--- src/hw/rtl/stpq_pkg.sv ---
// ----------------------------------------------------------------------------
// stpq_pkg
// Shared types and codes for the stable priority task queue.
// ----------------------------------------------------------------------------
package stpq_pkg;

	localparam int PRIO_W = 8;
	localparam int HND_W  = 8;
	localparam int DATA_W = 8;
	localparam int FILL_W = 5;

	typedef enum logic [1:0] {
		ST_INSERTED = 2'd0,
		ST_FULL     = 2'd1,
		ST_POPPED   = 2'd2,
		ST_EMPTY    = 2'd3
	} status_t;

	typedef enum logic {
		CMD_INSERT = 1'b0,
		CMD_POP    = 1'b1
	} cmd_t;

	typedef struct packed {
		logic [PRIO_W-1:0] prio;
		logic [HND_W-1:0]  hnd;
		logic [DATA_W-1:0] dat;
	} entry_t;

	// broadcast to every cell of the row
	typedef struct packed {
		logic   insert_en;
		logic   pop_en;
		entry_t item;
	} cell_ctl_t;

endpackage

--- src/hw/rtl/stable_priority_task_queue_top.sv ---
// ----------------------------------------------------------------------------
// stable_priority_task_queue_top
// Bounded priority task queue built as a row of compare-and-shift cells.
// ----------------------------------------------------------------------------
// Each input transfer is an insert or a pop and yields exactly one result
// transfer through the output register. Every cell compares its own entry
// with the incoming priority and shifts right or left in the same cycle, so
// the queue takes one item per clock as long as the output side does not
// stall; the depth of the row (QUEUE_DEPTH) sets area, not latency. Lower
// priority values leave first, equal priorities in arrival order. An insert
// into a full queue and a pop from an empty queue leave the queue unchanged
// and report status full or empty with zero payload.
module stable_priority_task_queue_top #(
	parameter int QUEUE_DEPTH = 16
) (
	input  logic                         clk,
	input  logic                         arst_n,
	input  logic                         in_valid,
	output logic                         in_stall,
	input  logic                         cmd,
	input  logic [stpq_pkg::PRIO_W-1:0]  priority_req,
	input  logic [stpq_pkg::HND_W-1:0]   handler,
	input  logic [stpq_pkg::DATA_W-1:0]  data,
	output logic                         out_valid,
	input  logic                         out_stall,
	output logic [1:0]                   status,
	output logic [stpq_pkg::PRIO_W-1:0]  out_priority,
	output logic [stpq_pkg::HND_W-1:0]   out_handler,
	output logic [stpq_pkg::DATA_W-1:0]  out_data,
	output logic [stpq_pkg::FILL_W-1:0]  fill_count
);

	localparam int CNT_W = $clog2(QUEUE_DEPTH + 1);

	logic [CNT_W-1:0]    count_q;
	logic                out_valid_q;
	stpq_pkg::status_t   status_q;
	stpq_pkg::entry_t    head_q;
	logic [CNT_W-1:0]    count_next;

	logic                accept;
	logic                is_pop;
	logic                full;
	logic                empty;
	stpq_pkg::cell_ctl_t ctl;
	stpq_pkg::status_t   status_next;

	stpq_pkg::entry_t    cell_entry [QUEUE_DEPTH];
	logic                cell_keep  [QUEUE_DEPTH];

	assign in_stall = out_valid_q && out_stall;
	assign accept   = in_valid && !in_stall;
	assign is_pop   = (stpq_pkg::cmd_t'(cmd) == stpq_pkg::CMD_POP);
	assign full     = (count_q == CNT_W'(QUEUE_DEPTH));
	assign empty    = (count_q == '0);

	always_comb begin
		ctl.item.prio = priority_req;
		ctl.item.hnd  = handler;
		ctl.item.dat  = data;
		ctl.insert_en = accept && !is_pop && !full;
		ctl.pop_en    = accept && is_pop && !empty;
		count_next    = count_q;
		if (is_pop) begin
			if (empty) begin
				status_next = stpq_pkg::ST_EMPTY;
			end else begin
				status_next = stpq_pkg::ST_POPPED;
				count_next  = count_q - CNT_W'(1);
			end
		end else begin
			if (full) begin
				status_next = stpq_pkg::ST_FULL;
			end else begin
				status_next = stpq_pkg::ST_INSERTED;
				count_next  = count_q + CNT_W'(1);
			end
		end
	end

	for (genvar i = 0; i < QUEUE_DEPTH; i++) begin : g_cell
		logic             occ;
		logic             lkeep;
		stpq_pkg::entry_t lent;
		stpq_pkg::entry_t rent;

		assign occ = (CNT_W'(i) < count_q);

		if (i == 0) begin : g_first
			assign lkeep = 1'b1;
			assign lent  = ctl.item;
		end else begin : g_mid
			assign lkeep = cell_keep[i-1];
			assign lent  = cell_entry[i-1];
		end

		// last slot reloads itself on pop; it falls beyond the fill count
		if (i == QUEUE_DEPTH - 1) begin : g_last
			assign rent = cell_entry[i];
		end else begin : g_inner
			assign rent = cell_entry[i+1];
		end

		stpq_cell u_cell (
			.clk         (clk),
			.ctl         (ctl),
			.occupied    (occ),
			.left_keep   (lkeep),
			.left_entry  (lent),
			.right_entry (rent),
			.keep        (cell_keep[i]),
			.entry_q     (cell_entry[i])
		);
	end

	always_ff @(posedge clk or negedge arst_n) begin
		if (!arst_n) begin
			count_q     <= '0;
			out_valid_q <= 1'b0;
		end else begin
			if (accept) begin
				count_q     <= count_next;
				out_valid_q <= 1'b1;
			end else if (!out_stall) begin
				out_valid_q <= 1'b0;
			end
		end
	end

	// result payload: head entry on a successful pop, zero otherwise
	always_ff @(posedge clk) begin
		if (accept) begin
			status_q <= status_next;
			if (ctl.pop_en) begin
				head_q <= cell_entry[0];
			end else begin
				head_q <= '0;
			end
		end
	end

	assign out_valid    = out_valid_q;
	assign status       = status_q;
	assign out_priority = head_q.prio;
	assign out_handler  = head_q.hnd;
	assign out_data     = head_q.dat;
	assign fill_count   = stpq_pkg::FILL_W'(count_q);

endmodule

--- src/hw/rtl/stpq_cell.sv ---
// ----------------------------------------------------------------------------
// stpq_cell
// One slot of the sorted row: holds an entry, shifts right on insert and
// left on pop.
// ----------------------------------------------------------------------------
module stpq_cell (
	input  logic               clk,
	input  stpq_pkg::cell_ctl_t ctl,
	input  logic               occupied,
	input  logic               left_keep,
	input  stpq_pkg::entry_t   left_entry,
	input  stpq_pkg::entry_t   right_entry,
	output logic               keep,
	output stpq_pkg::entry_t   entry_q
);

	// an occupied slot with lower or equal priority stays ahead of the new item
	assign keep = occupied && (entry_q.prio <= ctl.item.prio);

	always_ff @(posedge clk) begin
		if (ctl.insert_en && !keep) begin
			if (left_keep) begin
				entry_q <= ctl.item;
			end else begin
				entry_q <= left_entry;
			end
		end else if (ctl.pop_en) begin
			entry_q <= right_entry;
		end
	end

endmodule
--- config.mk ---
export PLATFORM = sky130hd
export DESIGN_NAME = stable_priority_task_queue_top
export DESIGN_NICKNAME = d
export VERILOG_FILES = /design/src/hw/rtl/stpq_pkg.sv /design/src/hw/rtl/stable_priority_task_queue_top.sv /design/src/hw/rtl/stpq_cell.sv
export SDC_FILE = /design/constraint.sdc
export NUM_CORES = 1
export LEC_CHECK = 0
export ABC_CLOCK_PERIOD_IN_PS = 3500
export BUFFER_PORTS_ARGS = -buffer_cell sky130_fd_sc_hd__buf_2
export CAP_MARGIN = 15
export CORE_UTILIZATION = 57
export DETAILED_ROUTE_END_ITERATION = 8
export GPL_ROUTABILITY_DRIVEN = 0
export PLACE_DENSITY = 0.81
export SLEW_MARGIN = 5
export SYNTH_ARGS = -nofsm -noshare
export SYNTH_HDL_FRONTEND = slang
export SYNTH_SLANG_ARGS = --single-unit
--- constraint.sdc ---
create_clock -name clk -period 3.5 [get_ports clk]
set_clock_uncertainty 0.1 [all_clocks]
set_input_delay 0.7 -clock clk [delete_from_list [all_inputs] [get_ports clk]]
set_output_delay 0.7 -clock clk [all_outputs]
set_load 0.1 [all_outputs]
* After elaboration in Yosys (flattened, before gate mapping) *
Index checks and enable logic that the tools add are counted.
W data, S select, Z words.

word-level totals
  output and inout bits = 33
  register bits after elaboration = 416
  bits of input ports = 29

operators by class
  equality and inequality tests = 4
  add/subtract/negate cells = 2
  $lt $le $gt $ge = 32
  reductions and logical operators = 75
  multiplexer cells = 53

operators by type and width
  kind                   count
  $mux W24               45
  $le A8 B8 Y1           16
  $lt A4 B5 Y1 const A   8
  $logic_and A1 B1 Y1    38
  $reduce_bool A2 Y1     15
  $logic_not A1 Y1       20
  $lt A3 B5 Y1 const A   4
  $mux W5                3
  $lt A1 B5 Y1 const A   2
  $lt A2 B5 Y1 const A   2
  $add A5 B1 Y5 const B  1
  $eq A5 B5 Y1 const B   1
  $logic_not A5 Y1       1
  $sub A5 B1 Y5 const B  1
  $mux W1                4
  $ne A2 B2 Y1 const B   2
  $reduce_and A3 Y1      1
  $mux W2                1
  $ne A2 B1 Y1 const B   1

* Longest topological paths before layout *
  depth after elaboration = 7
  gate-level depth with buffers = 10

* Hierarchy *
A second synthesis with hierarchy kept.

second synthesis, totals
  cells, all modules = 1981
  area total of the unflattened synthesis = 27463.8 um2

by module, submodules not included
  module                          instances  sequential area each (um2)  cells an instance  area each (um2)
  stpq_cell                       16         720.7                       116                1617.8
  stable_priority_task_queue_top  1          930.9                       125                1579.0

* Least setup slack after synthesis *
OpenSTA, ideal clock, no wires.

  path type = input to register
  from = in priority_req[3] in the netlist's numbering
  to = reg g_cell[13].u_cell.entry_q[0] in the netlist's numbering (enable)
  arrival time = 3936 ps
  path slack = -974 ps
  data required time = 2962 ps
  stages on the path = 8
  cell sequence = inv_1 ha_1 and4_1 nor2b_1 a21oi_1 nor3_2 buf_4 o21ai_0

on the way
  longest elaborated chain between the ends = 5

ends and longest elaborated chain
  item                                 line                                  source
  start, declared                      stable_priority_task_queue_top.sv:21  input logic [stpq_pkg::PRIO_W-1:0] priority_req,
  $le A8 B8 Y1                         stpq_cell.sv:18                       assign keep = occupied && (entry_q.prio <= ctl.item.prio);
  $logic_and A1 B1 Y1                  stpq_cell.sv:18
  $logic_not A1 Y1                     stpq_cell.sv:21                       if (ctl.insert_en && !keep) begin
  $logic_and A1 B1 Y1                  stpq_cell.sv:21
  $reduce_bool A2 Y1 (no source line)  --
  end signal, assigned                 stpq_cell.sv:23                       entry_q <= ctl.item;
  end signal, assigned                 stpq_cell.sv:25                       entry_q <= left_entry;
  end signal, assigned                 stpq_cell.sv:28                       entry_q <= right_entry;
  end, declared                        stpq_cell.sv:14                       output stpq_pkg::entry_t entry_q

No other way between the ends.
A chain may end at the register's enable or synchronous reset.

* Worst setup path after layout *
  from = reg g_cell[1].u_cell.entry_q[18] in the netlist's numbering
  to = reg g_cell[2].u_cell.entry_q[7] in the netlist's numbering (data pin)

on the way
  longest elaborated chain between the ends = 4

ends and longest elaborated chain
  item                    line             source
  start, declared         stpq_cell.sv:14
  start signal, assigned  stpq_cell.sv:23
  start signal, assigned  stpq_cell.sv:25
  start signal, assigned  stpq_cell.sv:28
  $le A8 B8 Y1            stpq_cell.sv:18
  $logic_and A1 B1 Y1     stpq_cell.sv:18
  $mux W24                stpq_cell.sv:22  if (left_keep) begin
  $mux W24                stpq_cell.sv:21
  end signal, assigned    stpq_cell.sv:23
  end signal, assigned    stpq_cell.sv:25
  end signal, assigned    stpq_cell.sv:28
  end, declared           stpq_cell.sv:14

No other way between the ends.

==> impl_metrics.yaml <==
worst_setup_path:
  cp.arrival_ps: 3450
  path_max_fanout: 17
  cp-end-kind: "register"
  start_kind: "register"
  cp.required_ps: 3730
  path_class: "register to register"
  r2r_cells: 9
synth:
  synth_area_leaders: "edfxtp_1, mux2i_1, ha_1"
  netlist.area_leader.share_pct: 51.6
  yosys.area.top_type: "edfxtp_1"
  netlist_instances: 2093
  synthFlopType: "edfxtp_1"
  synthArstFlopShare_pct: 1.44
  seq_area_frac_synth_pct: 52.2
  synth_edf_count: 410
  syn-cell-area_um2: 23900
  yosysUniqueCellTypes: 56
  synth_seq_cells: 416
  syn_avg_cell_area_um2: 11.4
  syn_nets: 2254
  ys_warn_count: 0
clocking:
  clock_latency_ps: 590
  cts_tree: "yes"
  cts-root-buf: "clkbuf_16"
  ctsResizeCount: 0
  numCtsBuffers: 45
  ctsLongestPathBuffers: 3
  clk_pin_slew_ps: 60
  htreeDepth: 2
  cts_sinks: 416
placed_design:
  hpwl_mm: 40.8
  io_buffers: 61
  pre_cts_slack_ps: -129
global_routing:
  antenna_found_initial: 3
  grt-ovfl-total: 0
  grt_pass1_vias: 17800
  track_usage_pct: 27.4
  grt_pass1_wl_mm: 92.6
  grt_max_degree: 49
timing:
  maxSlewViolCount: 0
  max-slew-margin-rel_pct: 25.9
  final.setup.tns_ps: 0
  fin_ws_ps: 283
  max_freq_mhz: 311
  setup_violations: 0
  period_share_pct: 91.9
  min_period_ps: 3220
  rsz0062_at_grt: "false"
  worst_pin_slew_ps: 1110
  final-hold-violation-count: 0
pwr:
  total_power_mw: 19.1
  power_leakage_nw: 10.9
  p_per_area_nw_per_um2: 715
  ir_drop_mv: 0.445
route:
  drt_drc_violations_left: 5
  antenna_left: 0
  viasPerCell: 6.25
  vias: 17000
  routed_wl_mm: 57.0
  firstDrtPassIters: 7
  first_iter_violations: 1492
  avgRoutedWirePerCell_um: 20.9
finish:
  syn2layout_area_growth_pct: 11.9
  final_common_cell: "edfxtp_1"
  final_core_util_pct: 65.1
  fillers: 3051
  ff_latch_area_um2: 12500
  n_antenna_cell: 0
  drive_gt1_share_pct: 16.0
  most-common-layout-cells: "edfxtp_1, nand2_1, mux2i_1, o21ai_0, a21oi_1"
  num-nets-final: 2323
  multi_input_area_um2: 10700
floorplanning:
  coreArea_um2: 41000
  dieWidth_um: 207
  ios: 62
  rows: 74
  die-area_um2: 42700
  start_util_pct: 58.2
  fp.dieH_um: 207
run_status:
  status: "finished with violations"
  violations: "DRC"
job:
  drv_cap: 0
hold_path:
  hold-path-cell-count: 2
  hold_class: "input pin to register"
-- Yosys cell counts (4+ instances only) --
library cell	instances
nand2b_1	10
ha_1	132
nor2_1	43
dfrtp_1	6
and2_1	24
mux2i_1	293
nand4_1	25
clkbuf_1	73
a211oi_1	7
o31ai_1	5
nand3_1	8
o21ai_1	95
inv_1	30
buf_2	39
buf_6	8
nand2_1	304
nor2b_1	14
or2_1	4
nor3_1	22
edfxtp_1	410
mux2_4	10
o21ai_0	207
a21o_1	7
a21oi_1	149
mux2_2	75
o211ai_1	13
buf_4	23
o21a_1	9
nor3_4	4
-- timing repair --
item | CTS | global route
hold endpoints to repair | 6 | 0
hold buffers | 1 | 0
buffers inserted | 0 | 0
-- cells by family (layout without fill, tap and decap cells) --
logic type / count (synthesis) / count (layout) / synth area share [%]
AO/OA/AOI/OAI: 512 / 512 / 11.6
XOR/XNOR: 6 / 6 / 0.220
adder cells (fa/ha/maj): 132 / 132 / 6.92
buffers and inverters: 173 / 274 / 3.54
flip-flops: 416 / 416 / 52.2
multiplexers: 380 / 380 / 16.6
AND/OR/NAND/NOR: 474 / 474 / 8.90
-- state kept, by name, indices dropped and copies added (netlist names) --
signal / flops
fill_count: 5
g_cell.u_cell.entry_q: 384
out_data: 8
out_handler: 8
out_priority: 8
out_valid: 1
status: 2
-- final timing paths --
kind                                                   startpoint                                     to  slack, ps
max                        g_cell[1].u_cell.entry_q[18]$_DFFE_PP_  g_cell[2].u_cell.entry_q[7]$_DFFE_PP_        280
max reg2reg                g_cell[1].u_cell.entry_q[18]$_DFFE_PP_  g_cell[2].u_cell.entry_q[7]$_DFFE_PP_        280
max in group asynchronous                                  arst_n              fill_count[1]$_DFFE_PN0P_       2790
min in group asynchronous                                  arst_n              fill_count[4]$_DFFE_PN0P_        360
min                                                      in_valid                  out_valid$_DFFE_PN0P_        220
min reg2reg                                 out_valid$_DFFE_PN0P_                  out_valid$_DFFE_PN0P_        430
-- through the flow --
step	cells	instance area [um^2]	hold WS (ps)
after floorplan	2093	23900	304
after global placement	2646	25400	406
after detailed placement	2646	25400	415
after CTS	2726	26700	210
after global routing	2726	26700	221
final	2726	26700	220
-- per-layer routing --
metal	routed length, um	track usage, %
met2	28000	46.3
met1	23700	35.7
met3	3360	4.32
met4	1900	9.95
met5	28	0
-- critical path, cell delays in order (launching register included) --
cell and delay (ps):
edfxtp_1 470, ha_1 340, nand4_1 100, or3b_2 210
a21oi_1 40, buf_4 150, nor3_4 880, buf_4 350
mux2i_1 220, o21ai_0 90
-- area by class of cell --
cell class	count	area share [%]
inverters	30	0.422
clock buffers	53	4.33
clock inverters	26	0.661
flip-flops and latches	416	46.7
multi-input cells	1504	40.1
well taps	532	2.49
repair buffers	165	5.30
-- power by group --
part | internal [mW] | switching (mW)
clock | 2.44 | 2.04
sequential | 6.87 | 0.619
combinational | 2.91 | 4.20
Note: power is estimated with default switching activity, not from simulation.
